`src/sfp_pkg.sv`:
```
// Shared types and constants of the SPI FIFO transfer pump.
`timescale 1ns / 1ps
package sfp_pkg;
	localparam int MAX_FRAMES     = 256;
	localparam int MAX_FIFO_DEPTH = 16;

	localparam int CNT_W   = 9;
	localparam int DEP_W   = 5;
	localparam int LVL_W   = 6;
	localparam int IDX_W   = 8;
	localparam int DATA_W  = 8;
	localparam int STORE_D = 256;
	localparam int CFG_AW  = 2;
	localparam int CFG_DW  = 9;

	typedef enum logic [1:0] {
		CMD_START   = 2'd0,
		CMD_LOAD    = 2'd1,
		CMD_SERVICE = 2'd2
	} cmd_t;

	typedef enum logic [1:0] {
		KIND_POP     = 2'd0,
		KIND_PUSH    = 2'd1,
		KIND_SUMMARY = 2'd2
	} kind_t;

	typedef enum logic [1:0] {
		ST_OK      = 2'd0,
		ST_DEV_ERR = 2'd1,
		ST_RANGE   = 2'd2
	} status_t;

	typedef enum logic [CFG_AW-1:0] {
		REG_TRANSFER_LENGTH = 2'd0,
		REG_FIFO_DEPTH      = 2'd1
	} reg_idx_t;

	typedef struct packed {
		logic [CNT_W-1:0] frames;
		logic [DEP_W-1:0] depth;
	} cfg_t;

	typedef struct packed {
		kind_t             kind;
		logic [IDX_W-1:0]  buffer_index;
		logic [DATA_W-1:0] tx_byte;
		status_t           status;
		logic              enable_error_irq;
		logic              enable_rx_irq;
		logic              enable_tx_irq;
		logic              done_res;
		logic              last;
	} res_t;
endpackage

```
`src/sfp_ram.sv`:
```
// Generic single-port-write, registered-read RAM.
`timescale 1ns / 1ps
module sfp_ram #(
	parameter int WIDTH = 8,
	parameter int DEPTH = 256,
	parameter int ADDR_W = $clog2(DEPTH)
) (
	input  logic              clk,
	input  logic              wr_en,
	input  logic [ADDR_W-1:0] wr_addr,
	input  logic [WIDTH-1:0]  wr_data,
	input  logic              rd_en,
	input  logic [ADDR_W-1:0] rd_addr,
	output logic [WIDTH-1:0]  rd_data
);
	logic [WIDTH-1:0] mem_q [DEPTH];
	logic [WIDTH-1:0] rd_data_q;

	always_ff @(posedge clk) begin
		if (wr_en) begin
			mem_q[wr_addr] <= wr_data;
		end
		if (rd_en) begin
			rd_data_q <= mem_q[rd_addr];
		end
	end

	assign rd_data = rd_data_q;
endmodule

```
`src/sfp_seq.sv`:
```
// Command decode, frame counters and pop/push/summary sequencer over the transmit store.
`timescale 1ns / 1ps
module sfp_seq import sfp_pkg::*; (
	input  logic              clk,
	input  logic              arst_n,
	input  logic              in_valid,
	output logic              in_stall,
	input  logic [1:0]        cmd,
	input  logic [DATA_W-1:0] tx_data,
	input  logic              error_raised,
	input  logic [LVL_W-1:0]  rx_level,
	input  logic [LVL_W-1:0]  tx_level,
	input  logic              busy_req,
	input  cfg_t              cfg,
	input  logic              free,
	output logic              emit,
	output res_t              res
);
	typedef enum logic [2:0] {
		S_IDLE,
		S_CHECK,
		S_POP,
		S_CREDIT,
		S_PUSH_RD,
		S_PUSH,
		S_SUM
	} state_t;

	state_t            state_q;
	logic [CNT_W-1:0]  sent_q;
	logic [CNT_W-1:0]  recv_q;
	logic [IDX_W-1:0]  load_q;
	logic              err_q;
	logic              busy_q;
	logic [LVL_W-1:0]  rx_q;
	logic [LVL_W-1:0]  tx_q;
	logic [DEP_W-1:0]  cnt_q;
	status_t           sum_status_q;
	logic              sum_done_q;
	logic              sum_norm_q;

	logic              accept;
	logic [CNT_W-1:0]  inflight;
	logic [CNT_W-1:0]  dep9;
	logic              rx_bad;
	logic              tx_bad;
	logic [DEP_W-1:0]  avail;
	logic [DEP_W-1:0]  credit;
	logic [DEP_W-1:0]  room;
	logic [CNT_W-1:0]  remain;
	logic [DEP_W-1:0]  push_n;
	logic              tx_more;
	logic              rd_en;
	logic [IDX_W-1:0]  rd_addr;
	logic [DATA_W-1:0] rd_data;

	assign in_stall = (state_q != S_IDLE);
	assign accept   = in_valid && (state_q == S_IDLE);

	assign inflight = (sent_q >= recv_q) ? (sent_q - recv_q) : '0;
	assign dep9     = CNT_W'(cfg.depth);
	assign rx_bad   = (CNT_W'(rx_q) > dep9) || (CNT_W'(rx_q) > inflight);
	assign tx_bad   = CNT_W'(tx_q) > dep9;
	assign avail    = cfg.depth - DEP_W'(tx_q);
	assign credit   = (dep9 > inflight) ? DEP_W'(dep9 - inflight) : '0;
	assign room     = (avail < credit) ? avail : credit;
	assign remain   = (cfg.frames > sent_q) ? (cfg.frames - sent_q) : '0;
	assign push_n   = (CNT_W'(room) < remain) ? room : DEP_W'(remain);
	assign tx_more  = (sent_q < cfg.frames) && (inflight < dep9);

	assign rd_en   = (state_q == S_PUSH_RD) ||
	                 ((state_q == S_PUSH) && free && (cnt_q > DEP_W'(1)));
	assign rd_addr = (state_q == S_PUSH) ? (sent_q[IDX_W-1:0] + IDX_W'(1))
	                                     : sent_q[IDX_W-1:0];

	sfp_ram #(
		.WIDTH(DATA_W),
		.DEPTH(STORE_D)
	) u_store (
		.clk    (clk),
		.wr_en  (accept && (cmd == CMD_LOAD)),
		.wr_addr(load_q),
		.wr_data(tx_data),
		.rd_en  (rd_en),
		.rd_addr(rd_addr),
		.rd_data(rd_data)
	);

	always_comb begin
		emit = 1'b0;
		res  = '0;
		case (state_q)
			S_POP: begin
				emit             = free;
				res.kind         = KIND_POP;
				res.buffer_index = recv_q[IDX_W-1:0];
			end
			S_PUSH: begin
				emit             = free;
				res.kind         = KIND_PUSH;
				res.buffer_index = sent_q[IDX_W-1:0];
				res.tx_byte      = rd_data;
			end
			S_SUM: begin
				emit                 = free;
				res.kind             = KIND_SUMMARY;
				res.status           = sum_status_q;
				res.enable_error_irq = sum_norm_q;
				res.enable_rx_irq    = sum_norm_q;
				res.enable_tx_irq    = sum_norm_q && tx_more;
				res.done_res         = sum_done_q;
				res.last             = 1'b1;
			end
			default: begin
				emit = 1'b0;
			end
		endcase
	end

	always_ff @(posedge clk or negedge arst_n) begin
		if (!arst_n) begin
			state_q      <= S_IDLE;
			sent_q       <= '0;
			recv_q       <= '0;
			load_q       <= '0;
			err_q        <= 1'b0;
			busy_q       <= 1'b0;
			rx_q         <= '0;
			tx_q         <= '0;
			cnt_q        <= '0;
			sum_status_q <= ST_OK;
			sum_done_q   <= 1'b0;
			sum_norm_q   <= 1'b0;
		end else begin
			case (state_q)
				S_IDLE: begin
					if (accept) begin
						case (cmd)
							CMD_START: begin
								sent_q <= '0;
								recv_q <= '0;
								load_q <= '0;
							end
							CMD_LOAD: begin
								load_q <= load_q + IDX_W'(1);
							end
							CMD_SERVICE: begin
								err_q   <= error_raised;
								busy_q  <= busy_req;
								rx_q    <= rx_level;
								tx_q    <= tx_level;
								state_q <= S_CHECK;
							end
							default: begin
								state_q <= S_IDLE;
							end
						endcase
					end
				end
				S_CHECK: begin
					sum_norm_q <= 1'b0;
					sum_done_q <= 1'b0;
					if (err_q) begin
						sum_status_q <= ST_DEV_ERR;
						state_q      <= S_SUM;
					end else if (rx_bad) begin
						sum_status_q <= ST_RANGE;
						state_q      <= S_SUM;
					end else if (rx_q != '0) begin
						cnt_q   <= DEP_W'(rx_q);
						state_q <= S_POP;
					end else begin
						state_q <= S_CREDIT;
					end
				end
				S_POP: begin
					if (free) begin
						recv_q <= recv_q + CNT_W'(1);
						cnt_q  <= cnt_q - DEP_W'(1);
						if (cnt_q == DEP_W'(1)) begin
							state_q <= S_CREDIT;
						end
					end
				end
				S_CREDIT: begin
					if (recv_q == cfg.frames) begin
						sum_status_q <= ST_OK;
						sum_done_q   <= !busy_q;
						state_q      <= S_SUM;
					end else if (tx_bad) begin
						sum_status_q <= ST_RANGE;
						state_q      <= S_SUM;
					end else begin
						sum_status_q <= ST_OK;
						sum_norm_q   <= 1'b1;
						cnt_q        <= push_n;
						state_q      <= (push_n != '0) ? S_PUSH_RD : S_SUM;
					end
				end
				S_PUSH_RD: begin
					state_q <= S_PUSH;
				end
				S_PUSH: begin
					if (free) begin
						sent_q <= sent_q + CNT_W'(1);
						cnt_q  <= cnt_q - DEP_W'(1);
						if (cnt_q == DEP_W'(1)) begin
							state_q <= S_SUM;
						end
					end
				end
				S_SUM: begin
					if (free) begin
						state_q <= S_IDLE;
					end
				end
				default: begin
					state_q <= S_IDLE;
				end
			endcase
		end
	end

`ifndef SYNTHESIS
	a_emit_free: assert property (@(posedge clk) disable iff (!arst_n)
		emit |-> free) else $error("result issued while output slot full");
	a_pop_cnt: assert property (@(posedge clk) disable iff (!arst_n)
		(state_q == S_POP) |-> (cnt_q != '0)) else $error("pop with zero count");
	a_push_room: assert property (@(posedge clk) disable iff (!arst_n)
		(state_q == S_PUSH) |-> ((cnt_q != '0) && (sent_q < cfg.frames)))
		else $error("push beyond transfer or with zero count");
	a_sum_idle: assert property (@(posedge clk) disable iff (!arst_n)
		(emit && res.last) |=> (state_q == S_IDLE))
		else $error("summary did not end the event");
`endif
endmodule

```
`src/spi_fifo_transfer_pump.sv`:
```
// Top level: configuration registers, output register and sequencer.
//
// channel  | handshake             | payload
// ---------+-----------------------+------------------------------------------
// input    | in_valid / in_stall   | cmd, tx_data, error_raised, rx_level,
//          |                       | tx_level, busy_req
// output   | out_valid / out_stall | kind, buffer_index, tx_byte, status,
//          |                       | enable_*_irq, done_res, last
// config   | cfg_we                | cfg_addr, cfg_wdata
//
// A service event runs check, then as needed pops, credit, a store read before
// pushes, pushes and a summary; one result per cycle leaves the sequencer into
// the output register while the output is not stalled. The store read port sets
// the push rate. Reset clears counters and the transfer length and sets the
// FIFO depth to 16; store contents stay undefined until loaded. A stalled output
// holds the sequencer; input is stalled until the event's summary is issued.
`timescale 1ns / 1ps
module spi_fifo_transfer_pump import sfp_pkg::*; (
	input  logic              clk,
	input  logic              arst_n,
	input  logic              in_valid,
	output logic              in_stall,
	input  logic [1:0]        cmd,
	input  logic [DATA_W-1:0] tx_data,
	input  logic              error_raised,
	input  logic [LVL_W-1:0]  rx_level,
	input  logic [LVL_W-1:0]  tx_level,
	input  logic              busy_req,
	output logic              out_valid,
	input  logic              out_stall,
	output logic [1:0]        kind,
	output logic [IDX_W-1:0]  buffer_index,
	output logic [DATA_W-1:0] tx_byte,
	output logic [1:0]        status,
	output logic              enable_error_irq,
	output logic              enable_rx_irq,
	output logic              enable_tx_irq,
	output logic              done_res,
	output logic              last,
	input  logic              cfg_we,
	input  logic [CFG_AW-1:0] cfg_addr,
	input  logic [CFG_DW-1:0] cfg_wdata
);
	logic [CNT_W-1:0] len_q;
	logic [DEP_W-1:0] depth_q;
	logic             out_valid_q;
	res_t             res_q;
	cfg_t             cfg;
	logic             free;
	logic             emit;
	res_t             res;

	always_ff @(posedge clk or negedge arst_n) begin
		if (!arst_n) begin
			len_q   <= '0;
			depth_q <= DEP_W'(MAX_FIFO_DEPTH);
		end else if (cfg_we) begin
			case (cfg_addr)
				REG_TRANSFER_LENGTH: len_q   <= cfg_wdata[CNT_W-1:0];
				REG_FIFO_DEPTH:      depth_q <= cfg_wdata[DEP_W-1:0];
				default:             len_q   <= len_q;
			endcase
		end
	end

	assign cfg.frames = (int'(len_q) > MAX_FRAMES) ? CNT_W'(MAX_FRAMES) : len_q;
	assign cfg.depth  = (int'(depth_q) > MAX_FIFO_DEPTH) ? DEP_W'(MAX_FIFO_DEPTH)
	                                                     : depth_q;

	assign free = !out_valid_q || !out_stall;

	sfp_seq u_seq (
		.clk         (clk),
		.arst_n      (arst_n),
		.in_valid    (in_valid),
		.in_stall    (in_stall),
		.cmd         (cmd),
		.tx_data     (tx_data),
		.error_raised(error_raised),
		.rx_level    (rx_level),
		.tx_level    (tx_level),
		.busy_req    (busy_req),
		.cfg         (cfg),
		.free        (free),
		.emit        (emit),
		.res         (res)
	);

	always_ff @(posedge clk or negedge arst_n) begin
		if (!arst_n) begin
			out_valid_q <= 1'b0;
		end else if (free) begin
			out_valid_q <= emit;
		end
	end

	always_ff @(posedge clk) begin
		if (free && emit) begin
			res_q <= res;
		end
	end

	assign out_valid        = out_valid_q;
	assign kind             = res_q.kind;
	assign buffer_index     = res_q.buffer_index;
	assign tx_byte          = res_q.tx_byte;
	assign status           = res_q.status;
	assign enable_error_irq = res_q.enable_error_irq;
	assign enable_rx_irq    = res_q.enable_rx_irq;
	assign enable_tx_irq    = res_q.enable_tx_irq;
	assign done_res         = res_q.done_res;
	assign last             = res_q.last;
endmodule
```
`config.mk`:
```
export PLATFORM = sky130hd
export DESIGN_NAME = spi_fifo_transfer_pump
export DESIGN_NICKNAME = d
export VERILOG_FILES = /design/src/sfp_pkg.sv /design/src/sfp_ram.sv /design/src/sfp_seq.sv /design/src/spi_fifo_transfer_pump.sv
export SDC_FILE = /design/constraint.sdc
export NUM_CORES = 2
export LEC_CHECK = 0
export ABC_AREA = 1
export ABC_CLOCK_PERIOD_IN_PS = 11400
export BUFFER_PORTS_ARGS = -buffer_cell sky130_fd_sc_hd__buf_4
export CAP_MARGIN = 20
export CORE_UTILIZATION = 65
export DETAILED_ROUTE_END_ITERATION = 6
export PLACE_DENSITY = 0.81
export SLEW_MARGIN = 0
export SYNTH_ARGS = -nofsm -noshare
export SYNTH_HDL_FRONTEND = slang
export SYNTH_SLANG_ARGS = --single-unit
export TNS_END_PERCENT = 20
```
`constraint.sdc`:
```
create_clock -name clk -period 11.4 [get_ports clk]
set_input_delay 2.28 -clock clk [delete_from_list [all_inputs] [get_ports clk]]
set_output_delay 2.28 -clock clk [all_outputs]
set_load 0.01 [all_outputs]
```
==> out/metrics.yaml <==
core_sq_um: 134000
multiInputGateArea_sq_um: 21100
gp_congestion: 0.896
p_leak_nw: 31.4
root_buffer: "clkbuf_16"
drt_iter0_drc: 10200
drtAntennaViolNets: 0
first_pass_iters: 7
hp-class: "reg -> reg"
hold_viol_final: 0
wire_per_inst_um: 27.2
synthFlopType: "edfxtp_1"
grt_max_degree: 312
grt.overflow.total: 0
synth_seq_cells: 2147
power.density_nw_per_um2: 217
avgSynthCellArea_sq_um: 12.8
syn_to_final_growth_pct: 9.00
place_inst: 8307
max_freq_ghz: 0.162
place_hpwl_um: 129000
synth_cell_type_count: 65
fin_crit_sh: 0.542
drive_above_1_share: 0.0729
die_h_um: 370
crit_path_max_fanout: 9
tritoncts: "yes"
worstSetupPathType: "reg -> reg"
dr_total_vias: 59800
post_cts_buffers: 0
ios: 67
wl_um: 236000
initial_utilization: 0.657
worst_pin_slew_ns: 1.27
rsz0062_at_grt: "false"
max_slew_margin: 0.153
netlist_top_cells_area: "edfxtp_1, nor2_1, o21ai_0"
cts_sinks: 2147
yosysTopAreaCell: "edfxtp_1"
setup_viol: 0
final_period_minus_worst_setup_slack_ns: 6.18
critical_path_required_ns: 12.20
fp.dieArea_sq_um: 137000
crit_top_cell: "nand2_1"
arrival_ns: 6.98
fin_nets: 6850
track_usage: 0.342
cts_resized: 0
synthArstFlopShare: 0.0312
register_area_sq_um: 64100
syn_area_sq_um: 88000
path_clk_slew_ns: 0.06
drc: 0
cts_inserted_buffers: 201
routed-wl-met2_um: 110000
maxCapViolations: 0
viasPerCell: 6.89
synth_nets: 7002
synth-edff-count: 2080
r2r_setup_slack_ns: 5.22
synth_top_area_share: 0.710
fill_cells: 8193
grt_pass1_wl_um: 349000
slew_viol_final: 0
yosysSeqAreaShare: 0.729
yosysWarnings: 0
top_layer: "met5"
clk_path_buf_depth: 3
wl_met3_um: 29100
wl_met1_um: 84200
clock_latency_ns: 0.85
grt_pass1_vias: 57300
finalSetupTns_ns: 0
cts_hold_buf: 0
status: "finished clean"
critical_path.startpoint_type: "flip-flop"
row_count: 134
portBuffers: 66
cpPeakStageDelay_ns: 0.48
stdcell_count: 8681
ir_drop_mv: 0.183
crit_path_end_kind: "flip-flop"
die_w_um: 370
antenna_found_initial: 3
syn-instance-count: 6897
slowest_stage: "ha_1"
finalClockSkew_ns: 0.0402
htreeDepth: 4
-- cell families after synthesis --
logic type / after synthesis / share of synthesized area
AND/OR/NAND/NOR: 2424 / 0.114
adder cells (fa/ha/maj): 65 / 0.00958
AO/OA/AOI/OAI: 1590 / 0.113
flip-flops: 2147 / 0.729
buffers and inverters: 653 / 0.0328
multiplexers: 4 / 0.000512
XOR/XNOR: 14 / 0.00139
-- synth_stat cells (all sizes together) (15+ instances only) --
cell type and number:
edfxtp 2080, nor2 1308, o21ai 981, nand3 587, nand2 455, o221ai 430, clkbuf 256, buf 232
inv 161, a21oi 84, dfrtp 66, ha 61, o311ai 22, nor3 20, and3 18, o211ai 17
or2 15
-- critical path, delay by kind of cell (launching register included) --
kind	cells	cell delay, ns
AND/OR/NAND/NOR	25	2.70
adder cells (fa/ha/maj)	4	1.48
AO/OA/AOI/OAI	7	1.33
flip-flops	1	0.34
buffers and inverters	2	0.28
-- stage by stage --
stage	total power, mW	worst slack [ns]	hold slack, ns	util	cell area, sq um
5_1_grt	21.6	4.64	0.475	0.716	95900
3_3_place_gp	14.0	5.15	0.445	0.666	89200
6_report	20.9	5.22	0.455	0.716	95900
4_1_cts	20.7	5.16	0.461	0.716	95900
2_1_floorplan	12.4	6.13	0.430	-	88000
3_5_place_dp	14.1	5.17	0.458	0.666	89200
-- sequential cells by signal (all words and copies together) (netlist names), 5 cells and up --
register and flops:
len_q 9, u_seq.rx_q 6, depth_q 5, u_seq.u_store.rd_data 8
u_seq.load_q 8, u_seq.recv_q 9, tx_byte 8, u_seq.u_store.mem_q 2048
u_seq.cnt_q 5, u_seq.sent_q 9, u_seq.tx_q 6, buffer_index 8
-- area by class of cell --
| class | count | share of cell area |
|---|---|---|
| Antenna cell | 3 | 0.0000783 |
| Clock buffer | 241 | 0.0549 |
| Clock inverter | 127 | 0.0142 |
| Inverter | 165 | 0.00694 |
| Multi-Input combinational cell | 4097 | 0.220 |
| Sequential cell | 2147 | 0.669 |
| Tap cell | 1768 | 0.0231 |
| Timing Repair Buffer | 133 | 0.0124 |
-- cells in the final DEF, fill, tap and decap left out, types with 9 or more instances in the layout --
| cell | Yosys | layout |
|---|---|---|
| o221ai_1 | 430 | 430 |
| o221a_2 | 9 | 9 |
| clkbuf_1 | 248 | 36 |
| nor3_1 | 20 | 20 |
| clkinv_2 | 0 | 39 |
| nor2_1 | 1305 | 1305 |
| ha_1 | 61 | 60 |
| buf_4 | 21 | 114 |
| o21ai_0 | 947 | 947 |
| or2_2 | 13 | 13 |
| o21ai_1 | 30 | 28 |
| o311ai_0 | 12 | 12 |
| a21oi_1 | 81 | 79 |
| edfxtp_1 | 2080 | 2080 |
| xor2_1 | 11 | 11 |
| clkinv_1 | 4 | 46 |
| buf_12 | 0 | 9 |
| clkbuf_16 | 0 | 205 |
| bufinv_16 | 0 | 25 |
| o22ai_1 | 14 | 14 |
| inv_1 | 155 | 153 |
| dfrtp_1 | 66 | 66 |
| o211ai_1 | 17 | 17 |
| nand2_2 | 7 | 23 |
| nand2_1 | 445 | 429 |
| nand3_1 | 586 | 586 |
| o311ai_1 | 10 | 10 |
| and3_1 | 18 | 18 |
-- power breakdown --
group	total (mW)	switching, mW	leakage [nW]	internal, mW
clock network	6.78	2.92	3.23	3.86
registers	8.89	0.101	19.5	8.79
logic	5.18	3.67	8.59	1.51
-- worst paths after layout --
kind,endpoint,start,cells after the start
max,u_seq.state_q[1],u_seq.recv_q[4],38
min in group asynchronous,len_q[1],arst_n,1
max reg2reg,u_seq.state_q[1],u_seq.recv_q[4],38
min,u_seq.sum_done_q,u_seq.busy_q,1
max in group asynchronous,u_seq.recv_q[6],arst_n,1
min reg2reg,u_seq.sum_done_q,u_seq.busy_q,1
-- routing by layer --
metal,vias up,GRT usage
li1,25400,-
met1,28900,0.464
met2,4736,0.527
met3,753,0.0742
met4,2,0.178
met5,-,0
No activity file was read; power rests on OpenSTA's default activity.
